===== src/ils_pkg.sv =====
`default_nettype none

package ils_pkg;

   // Defaults for the top-level parameters
   localparam int DEF_CAPACITY   = 64;
   localparam int DEF_ELEM_WIDTH = 32;

   // Fixed port field widths
   localparam int KIND_W   = 3;
   localparam int POS_W    = 7;
   localparam int VALUE_W  = 32;
   localparam int COUNT_W  = 7;
   localparam int STATUS_W = 2;

   typedef enum logic [KIND_W-1:0] {
      KIND_PUSH    = 3'd0,
      KIND_INSERT  = 3'd1,
      KIND_REMOVE  = 3'd2,
      KIND_POP     = 3'd3,
      KIND_GET     = 3'd4,
      KIND_REVERSE = 3'd5,
      KIND_CLEAR   = 3'd6
   } kind_type;

   typedef enum logic [STATUS_W-1:0] {
      ST_OK    = 2'd0,
      ST_RANGE = 2'd1,
      ST_FULL  = 2'd2,
      ST_EMPTY = 2'd3
   } status_type;

   // Broadcast command to the cell row
   typedef enum logic [1:0] {
      CELL_HOLD   = 2'd0,
      CELL_INSERT = 2'd1,
      CELL_REMOVE = 2'd2
   } cell_op_type;

endpackage : ils_pkg

`default_nettype wire


===== src/ils_cell.sv =====
`default_nettype none

module ils_cell #(
   parameter int INDEX      = 0,
   parameter int PHY_W      = 6,
   parameter int ELEM_WIDTH = 32
) (
   input  logic                    clock,
   input  ils_pkg::cell_op_type    cell_op,
   input  logic [PHY_W-1:0]        cell_pos,
   input  logic [ELEM_WIDTH-1:0]   load_value,
   input  logic [ELEM_WIDTH-1:0]   left_value,
   input  logic [ELEM_WIDTH-1:0]   right_value,
   output logic [ELEM_WIDTH-1:0]   value,
   output logic [ELEM_WIDTH-1:0]   read_tap
);

   import ils_pkg::*;

   localparam logic [PHY_W-1:0] MY_INDEX = PHY_W'(INDEX);

   logic [ELEM_WIDTH-1:0] value_ff;
   logic [ELEM_WIDTH-1:0] value_in;
   logic                  at_pos;
   logic                  above_pos;

   assign at_pos    = (MY_INDEX == cell_pos);
   assign above_pos = (MY_INDEX > cell_pos);

   always_comb begin
      value_in = value_ff;
      case (cell_op)
         CELL_INSERT: begin
            if (at_pos) begin
               value_in = load_value;
            end else if (above_pos) begin
               value_in = left_value;
            end
         end
         CELL_REMOVE: begin
            if (at_pos || above_pos) begin
               value_in = right_value;
            end
         end
         default: begin
            value_in = value_ff;
         end
      endcase
   end

   // payload only, no reset
   always_ff @(posedge clock) begin
      value_ff <= value_in;
   end

   assign value    = value_ff;
   assign read_tap = at_pos ? value_ff : '0;

endmodule : ils_cell

`default_nettype wire


===== config.mk =====
export PLATFORM = sky130hd
export DESIGN_NAME = ils_cell
export DESIGN_NICKNAME = d
export VERILOG_FILES = /design/src/ils_pkg.sv /design/src/ils_cell.sv
export SDC_FILE = /design/constraint.sdc
export NUM_CORES = 1
export LEC_CHECK = 0
export ABC_AREA = 1
export BUFFER_PORTS_ARGS = -buffer_cell sky130_fd_sc_hd__buf_2
export CAP_MARGIN = 5
export CORE_UTILIZATION = 30
export DETAILED_ROUTE_END_ITERATION = 10
export GPL_TIMING_DRIVEN = 0
export HOLD_SLACK_MARGIN = 0.06
export PLACE_DENSITY_LB_ADDON = 0.25
export SYNTH_ARGS = -nofsm -noshare
export SYNTH_HDL_FRONTEND = slang
export SYNTH_SLANG_ARGS = --single-unit

===== constraint.sdc =====
create_clock -name clock -period 4.15 [get_ports clock]
set_input_delay 1.0375 -clock clock [delete_from_list [all_inputs] [get_ports clock]]
set_output_delay 1.0375 -clock clock [all_outputs]
set_load 0.05 [all_outputs]

# After elaboration in Yosys (flattened, before gate mapping)
# Cells that the tools add are included.
word_totals:
  input_bits: 105
  reg_bits: 32
  out_inout_bits: 64
op_classes:
  eq_ne: 4
  order_cmp: 1
  reduce_logical: 4
  muxes: 5
op_table:
  columns: ["operator", "n"]
  rows:
  - ["32-bit 2-to-1 mux", 4]
  - ["32-bit case mux with 2 select lines", 1]
  - ["1-bit by 6-bit greater-than comparator with 1-bit output (first input constant)", 1]
  - ["6-bit logical NOT", 1]
  - ["3-bit inequality test (second input constant)", 1]
  - ["3-bit AND reduction", 1]
  - ["2-bit by 1-bit equality test with 1-bit output (second input constant)", 1]
  - ["2-bit equality test (second input constant)", 1]
  - ["2-bit inequality test (second input constant)", 1]
  - ["2-bit nonzero test", 1]
  - ["1-bit logical OR", 1]

# Logic depth before layout (Yosys ltp)
logic_depth:
  ltp_word: 4
  mapped_depth: 7

# Worst setup path before layout
# OpenSTA, ideal clock, no wires.
synth_path:
  path_type: "input -> register"
  start: "input port cell_pos[1]"
  end: "register value_ff[0] (netlist: value[0]), enable pin"
  path_slack_ps: 608
  arrival_ps: 3110
  required_time_ps: 3718
  path_stages: 4
  n_path_buf: 1
  cell_sequence: "nor2_2 -> nand3_1 -> buf_2 -> a21oi_1"
synth_via:
  elab_chain_cells: 4
  elab_cells_between_ends: 6
  classes_between: "order compare: 1; eq/ne: 2; reduce/logical: 3"
synth_rtl:
  columns: ["item", "line", "source"]
  rows:
  - ["start: declaration", "ils_cell.sv:10", "input logic [PHY_W-1:0] cell_pos,"]
  - ["1-bit by 6-bit greater-than comparator with 1-bit output or 6-bit logical NOT (tied branches)", "ils_cell.sv:28, ils_cell.sv:27", null]
  - ["1-bit logical OR", "ils_cell.sv:41", "if (at_pos || above_pos) begin"]
  - ["2-bit inequality test (no source line)", null, null]
  - ["3-bit AND reduction (no source line) *", null, null]
  - ["end signal: assignment", "ils_cell.sv:53", "value_ff <= value_in;"]
  - ["end: declaration", "ils_cell.sv:22", "logic [ELEM_WIDTH-1:0] value_ff;"]
# Mark *: on every way between the ends. The rest lies on a longest branch, timed or not.
# A chain may end at the register's enable or synchronous reset.

# Worst setup path after layout
layout_path:
  start: "input port cell_pos[1]"
  end: "output port read_tap[17]"
layout_via:
  elab_chain_cells: 2
layout_rtl:
  columns: ["item", "line", "source"]
  rows:
  - ["6-bit logical NOT", "ils_cell.sv:27", "assign at_pos = (MY_INDEX == cell_pos);"]
  - ["32-bit 2-to-1 mux", "ils_cell.sv:57", "assign read_tap = at_pos ? value_ff : '0;"]
  - ["end: declaration", "ils_cell.sv:15", "output logic [ELEM_WIDTH-1:0] read_tap"]
# No other way between the ends.

==> reports/summary.txt <==
Synth Cell Area = 2320 um^2
WL/cell = 12.0 um
Syn Area/Cell = 6.62 um^2
Met3 GRT Util = 0.0415
CTS Buf Count = 5
RSZ-0062 raised after global routing = false
Setup Viol. Count Final = 0
Slew HR = 0.582
Crit-path slowest cell = buf_2
Initial detailed-routing violation count = 98
Port Buffer Count = 168
Clock root cell = clkbuf_8
Global-route usage over all layers = 0.186
Most frequent cells in the layout = 175 x buf_2, 97 x nand2_1, 96 x inv_1, 33 x nand3_1
Overflow after GRT = 0
Met2 Usage GRT = 0.335
Io pins = 169
Critical path class = input pin to output pin
Final Non-Filler Cells = 627
Final WS setup = 0.802 ns
Pre-Repair DR Iteration Count = 6
Initial Utilization = 0.315
Critical Path AT = 2.31 ns
Status = finished clean
Pwr Density = 234 nW/um^2
Site Rows = 31
Nets = 632
Hold-fix buffers at CTS = 0
Vias per cell = 4.34
DP Worst Slack = 0.782 ns
Post-detail-place hpwl = 5.92 mm
Worst Hold Class = input pin to flip-flop
Seq cells post-synth = 32
Layout cells sized above 1 = 0.364
CP startpoint = cell_pos[1]
Synth Warn # = 0
Initial antenna violation count = 0
Leading area contributor after synthesis = edfxtp_1
Met1 Track Usage GR = 0.215
Max reg flops = 32
Min-delay src = right_value[23]
Post-CTS setup buffer count = 0
Floorplan core area = 7370 um^2
Largest net degree at the start of global routing = 18
Top cells by area, synth = edfxtp_1 41%, nand2_1 16%, inv_1 16%, nand4_1 8.6%, nand3_1 7.1%
Max_cap viols = 0
Worst EP required = 3.11 ns
Routed Antenna Nets = 0
Worst Tran Pin Value = 0.625 ns
Synthesized instance count = 351
Placer Congestion = 0.806
Slowest stage delay, CP = 0.27 ns
Clock tree buffer depth = 2
Post-route DRC = 0
CP max FO = 10
Die Span X = 90.0 um
Final min period = 3.35 ns
Final WL = 7.50 mm
Leakage = 2.13 nW
Top achievable clock speed = 299 MHz
Top Usage Layer GRT = met2
Critical path cell sequence = buf_2 > nor2_2 > nand3_1 > buf_6 > buf_2 > nor2_1 > buf_2
Synth top area share = 0.414
Die Span Y = 90.0 um
Most common cell after layout, fill and taps aside = buf_2
Worst VDD drop = 98.0 uV
Setup crit end kind = output pin
WHS Path Cells = 3
Via count = 2720
Final number of hold-violating endpoints = 0
Syn Nets = 456
Hold Path End = value[23]
# diodes = 0
Clock H-tree levels = 2
Most frequent CP cell = buf_2
PostCTS Resize Cnt = 0
First-pass GRT wire length = 11.9 mm
TritonCTS clock tree = yes
Clock sink count = 32
Crit path launch type = input pin
Tcrit/Tclk final = 0.807
Area growth from synthesis to layout = 47.8%
Vias in the first global route = 2558
Synth cell types = 13
Worst-path clk slew = 0.07 ns
Slew Limit Fails = 0
Die area = 8100 um^2
Cell Count Post-Placement = 619
Post-synthesis sequential area ratio = 0.414
-- how the worst max path moves through the flow --
stage                    to  slack, ns  depth (start not counted)
2_1_floorplan      value[0]       0.61                          4
3_3_place_gp       value[7]      -0.47                          5
3_5_place_dp   read_tap[17]       0.78                          7
4_1_cts        read_tap[17]       0.78                          7
5_1_grt         read_tap[1]       0.70                          7
6_report       read_tap[17]       0.80                          7
-- final cells by class --
cell class | instances | area (um^2)
sequential | 32 | 961
fill | 799 | 3940
buffer | 22 | 114
clock buffer | 5 | 68.8
tap | 99 | 124
inverter | 98 | 368
clock inverter | 3 | 37.5
timing repair buffer | 169 | 868
multi-input combinational | 199 | 891
-- layer usage --
metal  part of all wire  vias up
li1                   -     1417
met1               0.43     1167
met2               0.49      123
met3              0.068       13
met4              0.018        0
met5                  0        -
-- critical path, delay by kind of cell --
| kind | cells | cell delay (ns) |
|---|---|---|
| buffers and inverters | 4 | 0.73 |
| and+or+nand+nor | 3 | 0.53 |
-- synth_stat cells --
master	count
inv_2	2
buf_2	7
inv_1	96
nand2_1	97
a21oi_1	1
clkbuf_1	9
edfxtp_1	32
buf_6	3
buf_1	3
nor2_1	32
nor2_2	4
nand3_1	33
nand4_1	32
-- logic make-up (layout without fill, tap and decap cells) --
family / after synthesis / in the layout / synth area share
AND/OR/NAND/NOR: 198 / 198 / 0.377
buffers and inverters: 120 / 297 / 0.207
flip-flops: 32 / 32 / 0.414
AO/OA/AOI/OAI: 1 / 1 / 0.00215
-- where the power goes --
group	switching, W	total, W	internal, W
combinational	0.0000888	0.000154	0.0000652
clock	0.000114	0.000289	0.000175
sequential	0.000000979	0.000362	0.000361
-- metrics by stage --
step	power, W	instance area, um^2	TNS [ns]	utilization	hold slack [ns]
floorplan	0.000451	2320	0	-	1.22
global placement	0.000521	3290	-15.06	0.446	1.31
detailed placement	0.000524	3330	0	0.451	1.31
CTS	0.000814	3430	0	0.466	1.01
global route	0.000849	3430	0	0.466	1.02
finish	0.000805	3430	0	0.466	1.02
No activity file was read; power rests on OpenSTA's default activity.
